### src/rtl/core/dplp_pkg.sv
`default_nettype none
// ----------------------------------------------------------------------------
// dplp_pkg
// Types and constants shared by the debounced power-level PWM core.
// ----------------------------------------------------------------------------
package dplp_pkg;

    // Width of one PWM threshold and of the PWM counter.
    localparam int unsigned PWM_W = 8;

    // Threshold values after reset, one for each power level.
    localparam logic [PWM_W-1:0] LEVEL0_RESET = 8'd0;
    localparam logic [PWM_W-1:0] LEVEL1_RESET = 8'd200;
    localparam logic [PWM_W-1:0] LEVEL2_RESET = 8'd224;
    localparam logic [PWM_W-1:0] LEVEL3_RESET = 8'd255;

    // Register indexes on the configuration port.
    localparam logic [1:0] REG_LEVEL0 = 2'd0;
    localparam logic [1:0] REG_LEVEL1 = 2'd1;
    localparam logic [1:0] REG_LEVEL2 = 2'd2;
    localparam logic [1:0] REG_LEVEL3 = 2'd3;

    // Tick kinds.
    localparam logic MODE_PWM      = 1'b0;
    localparam logic MODE_DEBOUNCE = 1'b1;

    // One input beat.
    typedef struct packed {
        logic mode;
        logic key_level;
    } dplp_tick_t;

    // One result beat.
    typedef struct packed {
        logic       drive_on;
        logic [1:0] level_index;
        logic       button_held;
        logic       press_event;
    } dplp_result_t;

    // Debouncer status for the tick being accepted.
    typedef struct packed {
        logic held;
        logic press;
    } dplp_deb_status_t;

endpackage : dplp_pkg
`default_nettype wire

### src/rtl/core/debounced_power_level_pwm_core.sv
`default_nettype none
// ----------------------------------------------------------------------------
// debounced_power_level_pwm_core
// Heater PWM with four programmable power levels, stepped by a debounced
// push button.
// ----------------------------------------------------------------------------
// The result beat of an accepted tick is registered and offered in the next cycle.
// Throughput: one tick per cycle; the single output register is refilled in
// the same cycle that its beat is taken, so the input stalls only while a
// result waits under a downstream stall.
// Reset: rst_n clears the PWM counter, drive, level and debounced state,
// loads the vertical counter with ones and the thresholds with their defaults.
module debounced_power_level_pwm_core
    import dplp_pkg::*;
#(
    parameter int unsigned LEVELS = 4
)
(
    input  wire logic          clk,
    input  wire logic          rst_n,

    // Tick channel.
    input  wire logic          tick_valid,
    output logic               tick_stall,
    input  wire dplp_tick_t    tick,

    // Result channel.
    output logic               result_valid,
    input  wire logic          result_stall,
    output dplp_result_t       result,

    // Configuration port.
    input  wire logic          psel,
    input  wire logic          penable,
    input  wire logic          pwrite,
    input  wire logic [3:0]    paddr,
    input  wire logic [31:0]   pwdata,
    output logic [31:0]        prdata,
    output logic               pready
);

    // The highest level index in use; the level wraps to zero after it.
    localparam logic [1:0] LAST_LEVEL = 2'(LEVELS - 1);

    // ------------------------------------------------------------------
    // Configuration registers. Each threshold is its own register so that
    // the PWM compare and the bus read select among them independently.
    // ------------------------------------------------------------------
    logic [PWM_W-1:0] thr0_reg;
    logic [PWM_W-1:0] thr1_reg;
    logic [PWM_W-1:0] thr2_reg;
    logic [PWM_W-1:0] thr3_reg;
    logic             cfg_write;
    logic [1:0]       cfg_index;

    assign pready    = 1'b1;
    assign cfg_write = psel & penable & pwrite & pready;
    assign cfg_index = paddr[3:2];

    always_ff @(posedge clk or negedge rst_n)
    begin
        if (!rst_n)
        begin
            thr0_reg <= LEVEL0_RESET;
            thr1_reg <= LEVEL1_RESET;
            thr2_reg <= LEVEL2_RESET;
            thr3_reg <= LEVEL3_RESET;
        end
        else if (cfg_write)
        begin
            unique case (cfg_index)
                REG_LEVEL0: thr0_reg <= pwdata[PWM_W-1:0];
                REG_LEVEL1: thr1_reg <= pwdata[PWM_W-1:0];
                REG_LEVEL2: thr2_reg <= pwdata[PWM_W-1:0];
                REG_LEVEL3: thr3_reg <= pwdata[PWM_W-1:0];
                default:    thr0_reg <= thr0_reg;
            endcase
        end
    end

    // Reads return the addressed threshold, zero-extended to the bus width.
    always_comb
    begin
        unique case (cfg_index)
            REG_LEVEL0: prdata = {{(32-PWM_W){1'b0}}, thr0_reg};
            REG_LEVEL1: prdata = {{(32-PWM_W){1'b0}}, thr1_reg};
            REG_LEVEL2: prdata = {{(32-PWM_W){1'b0}}, thr2_reg};
            REG_LEVEL3: prdata = {{(32-PWM_W){1'b0}}, thr3_reg};
            default:    prdata = '0;
        endcase
    end

    // ------------------------------------------------------------------
    // Handshake. A tick is taken whenever the output register is empty or
    // its beat leaves in the same cycle.
    // ------------------------------------------------------------------
    logic tick_accept;

    assign tick_stall  = result_valid & result_stall;
    assign tick_accept = tick_valid & ~tick_stall;

    // ------------------------------------------------------------------
    // PWM state. On a PWM tick the drive turns on at count zero and off
    // when the count meets the selected threshold; the off test wins, so
    // a threshold of zero keeps the drive off.
    // ------------------------------------------------------------------
    logic [PWM_W-1:0] count_reg;
    logic [PWM_W-1:0] count_next;
    logic             drive_reg;
    logic             drive_next;
    logic [1:0]       level_reg;
    logic [1:0]       level_next;
    logic [PWM_W-1:0] threshold;
    logic             pwm_tick;
    logic             deb_tick;

    assign pwm_tick = tick_accept & (tick.mode == MODE_PWM);
    assign deb_tick = tick_accept & (tick.mode == MODE_DEBOUNCE);

    always_comb
    begin
        unique case (level_reg)
            REG_LEVEL0: threshold = thr0_reg;
            REG_LEVEL1: threshold = thr1_reg;
            REG_LEVEL2: threshold = thr2_reg;
            REG_LEVEL3: threshold = thr3_reg;
            default:    threshold = thr0_reg;
        endcase
    end

    always_comb
    begin
        count_next = count_reg + PWM_W'(1);
        priority if (count_reg == threshold)
            drive_next = 1'b0;
        else if (count_reg == '0)
            drive_next = 1'b1;
        else
            drive_next = drive_reg;
    end

    // ------------------------------------------------------------------
    // Button debouncer. A new debounced press steps the level at once.
    // ------------------------------------------------------------------
    dplp_deb_status_t deb_status;

    dplp_debounce u_debounce (
        .clk        (clk),
        .rst_n      (rst_n),
        .sample     (deb_tick),
        .key_level  (tick.key_level),
        .status     (deb_status)
    );

    assign level_next = (level_reg == LAST_LEVEL) ? 2'd0 : level_reg + 2'd1;

    always_ff @(posedge clk or negedge rst_n)
    begin
        if (!rst_n)
        begin
            count_reg <= '0;
            drive_reg <= 1'b0;
            level_reg <= 2'd0;
        end
        else
        begin
            if (pwm_tick)
            begin
                count_reg <= count_next;
                drive_reg <= drive_next;
            end
            if (deb_tick && deb_status.press)
            begin
                level_reg <= level_next;
            end
        end
    end

    // ------------------------------------------------------------------
    // Result register. It carries the state as it stands after the tick;
    // a PWM tick never reports a press and leaves the debounced state as
    // it was.
    // ------------------------------------------------------------------
    dplp_result_t result_reg;
    dplp_result_t result_next;
    logic         result_valid_reg;
    logic         result_valid_next;

    always_comb
    begin
        if (tick.mode == MODE_PWM)
        begin
            result_next.drive_on    = drive_next;
            result_next.level_index = level_reg;
            result_next.button_held = deb_status.held;
            result_next.press_event = 1'b0;
        end
        else
        begin
            result_next.drive_on    = drive_reg;
            result_next.level_index = deb_status.press ? level_next : level_reg;
            result_next.button_held = deb_status.held;
            result_next.press_event = deb_status.press;
        end
    end

    assign result_valid_next = tick_accept | (result_valid_reg & result_stall);

    always_ff @(posedge clk or negedge rst_n)
    begin
        if (!rst_n)
        begin
            result_valid_reg <= 1'b0;
        end
        else
        begin
            result_valid_reg <= result_valid_next;
        end
    end

    always_ff @(posedge clk)
    begin
        if (tick_accept)
        begin
            result_reg <= result_next;
        end
    end

    assign result_valid = result_valid_reg;
    assign result       = result_reg;

endmodule : debounced_power_level_pwm_core
`default_nettype wire

### src/rtl/core/dplp_debounce.sv
`default_nettype none
// ----------------------------------------------------------------------------
// dplp_debounce
// Two-bit vertical counter debouncer for the active-low button.
// ----------------------------------------------------------------------------
module dplp_debounce
    import dplp_pkg::*;
(
    input  wire logic             clk,
    input  wire logic             rst_n,
    input  wire logic             sample,
    input  wire logic             key_level,
    output dplp_deb_status_t      status
);

    logic vc_low_reg;
    logic vc_low_next;
    logic vc_high_reg;
    logic vc_high_next;
    logic held_reg;
    logic held_next;
    logic changed;
    logic toggle;

    // The counter runs while the sample disagrees with the debounced state
    // and is reloaded as soon as the two agree; the fourth disagreement
    // toggles the state. Without a sample the status shows the stored state.
    always_comb
    begin
        changed      = held_reg ^ ~key_level;
        vc_low_next  = ~(vc_low_reg & changed);
        vc_high_next = vc_low_next ^ (vc_high_reg & changed);
        toggle       = changed & vc_low_next & vc_high_next;
        held_next    = held_reg ^ toggle;
        status.held  = sample ? held_next : held_reg;
        status.press = sample & held_next & toggle;
    end

    always_ff @(posedge clk or negedge rst_n)
    begin
        if (!rst_n)
        begin
            vc_low_reg  <= 1'b1;
            vc_high_reg <= 1'b1;
            held_reg    <= 1'b0;
        end
        else if (sample)
        begin
            vc_low_reg  <= vc_low_next;
            vc_high_reg <= vc_high_next;
            held_reg    <= held_next;
        end
    end

endmodule : dplp_debounce
`default_nettype wire

### config.mk
export PLATFORM = sky130hd
export DESIGN_NAME = debounced_power_level_pwm_core
export DESIGN_NICKNAME = d
export VERILOG_FILES = /design/src/rtl/core/dplp_pkg.sv /design/src/rtl/core/debounced_power_level_pwm_core.sv /design/src/rtl/core/dplp_debounce.sv
export SDC_FILE = /design/constraint.sdc
export NUM_CORES = 1
export LEC_CHECK = 0
export BUFFER_PORTS_ARGS = -buffer_cell sky130_fd_sc_hd__buf_2
export CORE_MARGIN = 4
export CORE_UTILIZATION = 32
export DETAILED_ROUTE_END_ITERATION = 12
export GPL_TIMING_DRIVEN = 0
export HOLD_SLACK_MARGIN = 0.15
export PLACE_DENSITY_LB_ADDON = 0.12
export SYNTH_ARGS = -nofsm -noshare
export SYNTH_HDL_FRONTEND = slang
export SYNTH_SLANG_ARGS = --single-unit
### constraint.sdc
create_clock -name clk -period 6.1 [get_ports clk]
set_input_delay 1.525 -clock clk [delete_from_list [all_inputs] [get_ports clk]]
set_output_delay 1.525 -clock clk [all_outputs]
set_load 0.01 [all_outputs]
==> results.md <==
- Run status: complete, no violations
- Fin worst setup slack: 1.90 ns
- Yosys warning total: 0
- Area after DPL: 3220 µm²
- Die Y: 102 µm
- Post CTS Setup Buffer Count: 0
- Transition time at the pin with the least slew margin: 1.07 ns
- Type of the worst setup path: input port to primary output
- Number of distinct library cells after synthesis: 39
- Post-synthesis cell area: 2840 µm²
- Routability cong.: 0.740
- Number of placement rows: 34
- Kind of start point of the critical path: input port
- Buffer depth of the longest clock path: 2
- RSZ-0062 raised after global routing: false
- Synthesized area per cell: 12.0 µm²
- Static leakage: 1.54 nW
- Clock buffer count from CTS: 5
- Highest Clock Rate: 0.238 GHz
- Total negative slack for setup checks: 0 ns
- Die outline area: 10400 µm²
- Share of post-route cells with drive strength above 1: 41.3%
- Final setup vio count: 0
- Worst slew margin: 28.4%
- Routed WL per cell: 14.9 µm
- Tightest Hold Check Type: flop to flop
- Number of buffers inserted by port buffering: 33
- Nets: 350
- Via count of the first global-routing pass: 1867
- Hold violation total from the final report: 0
- Final clock period utilization by the worst path: 68.8%
- Number of gates resized after cts: 0
- Share of the core filled with cells in the final layout: 38.2%
- Count of vias placed by the detailed router: 1901
- Data required time of the critical path: 4.58 ns
- Effective utilization at floorplan: 32.7%
- Number of antenna violations at the first check in global routing: 0
- Hpwl dp: 4300 µm
- Total Routing Usage GR: 12.3%
- Cells after synthesis: 236
- Via density per instance: 4.66
- Fin. max-slew vios: 0
- DRC violation total after the first TritonRoute iteration: 80
- Total power per unit cell area: 348 nW/µm²
- Number of cells after detailed placement: 400
- Maximum vdd ir drop: 0.000134 V
- Pre-antenna DRT Iters: 5
- Number of max-cap violations: 0
- Placeable core region: 8680 µm²
- Hold-fix buffers at CTS: 0
- Sequential element share of the synthesized area: 47.5%
- Final std cell area, no fill: 3320 µm²
- Nature of the critical path endpoint: primary output
- Setup Slack @ Placement: 1.88 ns
- Final min period: 4.20 ns
- Number of fill cells in the layout: 888
- H-tree Lvls: 2
- Die outline width: 102 µm
- # clock sinks: 52
- # DRC: 0
- Pin count of the biggest net entering global routing: 48
- CP Max Fanout: 10
- Synthesis-to-layout area growth: 16.9%
- Antenna viol nets, final: 0
- Routed Wire Length: 6060 µm
- Clock tree root driver cell: clkbuf_8
- Data arrival at the endpoint of the critical path: 2.67 ns
- Synthesis-stage register bit count: 52
- Count of inserted antenna diode cells: 0
- Clk_lat worst skew: 0.30 ns
- Overflow left after global routing: 0
- CTS tree: yes
- CTS clk-pin slew, worst paths: 0.09 ns
- Clock Skew: 0.00655 ns
- Global-route wire length before repair: 9820 µm
- Fin cells: 408
- Count of pins on the block boundary: 85
critical path, stage by stage:
cell	delay, ns
buf_2	0.08
buf_2	0.33
mux4_2	0.57
buf_2	0.16
placed cells by master, fill, tap and decap left out, types with 2 or more instances in the layout:
master    synthesis  routed
buf_2             4      37
dfrtp_1          31      31
mux2_2           26      26
buf_4            25      25
conb_1            2      25
dfstp_2          16      16
inv_1            15      15
nand2_1          14      14
xnor2_1          10      10
o21ai_0           9       9
mux2i_1           9       9
mux4_2            8       8
a222oi_1          8       8
xor2_1            6       6
ha_1              6       6
clkbuf_8          0       6
clkbuf_1          4       5
nand3_1           5       5
edfxtp_1          5       5
nor2_1            4       4
and3_1            3       3
nand4_1           3       3
nor3_2            2       2
nor4_1            2       2
a31oi_1           2       2
mux2_1            2       2
a21oi_1           2       2
through the flow:
step	power [mW]	hold WS, ns
2_1_floorplan	0.836	0.485
3_3_place_gp	0.958	0.507
3_5_place_dp	0.963	0.515
4_1_cts	1.17	0.529
5_1_grt	1.25	0.562
6_report	1.16	0.525
power by group:
group / internal [mW] / switching (mW)
combinational: 0.205 / 0.208
clock: 0.0924 / 0.112
sequential: 0.460 / 0.0781
layout make-up:
cell class / instances / area (µm²) / area share [%]
multi-input cells: 157 / 1280 / 38.6
clock inverters: 1 / 7.51 / 0.226
flip-flops and latches: 52 / 1350 / 40.6
repair buffers: 33 / 165 / 4.98
plain buffers: 35 / 239 / 7.21
inverters: 15 / 56.3 / 1.70
clock buffers: 7 / 86.3 / 2.60
well taps: 108 / 135 / 4.08
routing by layer:
metal / GRT usage [%] / share of wire (%) / up-vias
li1: - / - / 913
met1: 16.9 / 44 / 928
met2: 19.8 / 50 / 55
met3: 2.59 / 5.8 / 5
met4: 3.03 / 0.76 / 0
met5: 0 / 0 / -
cells by family after synthesis:
| kind of cell | synth area share (%) |
|---|---|
| flops | 47.5 |
| xor+xnor | 4.94 |
| compound gates | 5.96 |
| buf+inv | 10.4 |
| other cells | 0.265 |
| mux | 20.7 |
| fa+ha+maj | 2.65 |
| simple gates | 7.64 |
Yosys cell counts, drive strengths merged:
| cell type | number | area [µm²] |
|---|---|---|
| a21oi | 2 | 10.0 |
| a222oi | 8 | 80.1 |
| a311oi | 1 | 8.76 |
| a31oi | 2 | 12.5 |
| and2 | 1 | 6.26 |
| and3 | 3 | 18.8 |
| and4 | 1 | 8.76 |
| buf | 30 | 219 |
| clkbuf | 5 | 20.0 |
| conb | 2 | 7.51 |
| dfrtp | 31 | 776 |
| dfstp | 16 | 420 |
| edfxtp | 5 | 150 |
| ha | 6 | 75.1 |
| inv | 15 | 56.3 |
| mux2 | 28 | 315 |
| mux2i | 9 | 90.1 |
| mux4 | 8 | 180 |
| nand2 | 14 | 52.6 |
| nand2b | 1 | 6.26 |
| nand3 | 5 | 25.0 |
| nand4 | 3 | 18.8 |
| nor2 | 5 | 21.3 |
| nor3 | 3 | 25.0 |
| nor4 | 2 | 12.5 |
| nor4b | 1 | 8.76 |
| o21a | 1 | 7.51 |
| o21ai | 10 | 50.0 |
| or2 | 1 | 6.26 |
| or3 | 1 | 6.26 |
| xnor2 | 10 | 87.6 |
| xor2 | 6 | 52.6 |
worst paths after layout:
path	from	end	slack (ns)	depth (start not counted)
max	paddr[2]	prdata[5]	1.90	4
min	u_debounce.vc_high_reg$_DFFE_PN1N_	u_debounce.vc_high_reg$_DFFE_PN1N_	0.52	2
max reg2reg	level_reg[0]$_DFFE_PN0P_	result[4]$_DFFE_PN_	3.62	8
min reg2reg	u_debounce.vc_high_reg$_DFFE_PN1N_	u_debounce.vc_high_reg$_DFFE_PN1N_	0.52	2
max in group asynchronous	rst_n	thr2_reg[1]$_DFFE_PN0P_	4.02	1
min in group asynchronous	rst_n	u_debounce.held_reg$_DFF_PN0_	1.41	1
Power figures use the tool's default switching activity.
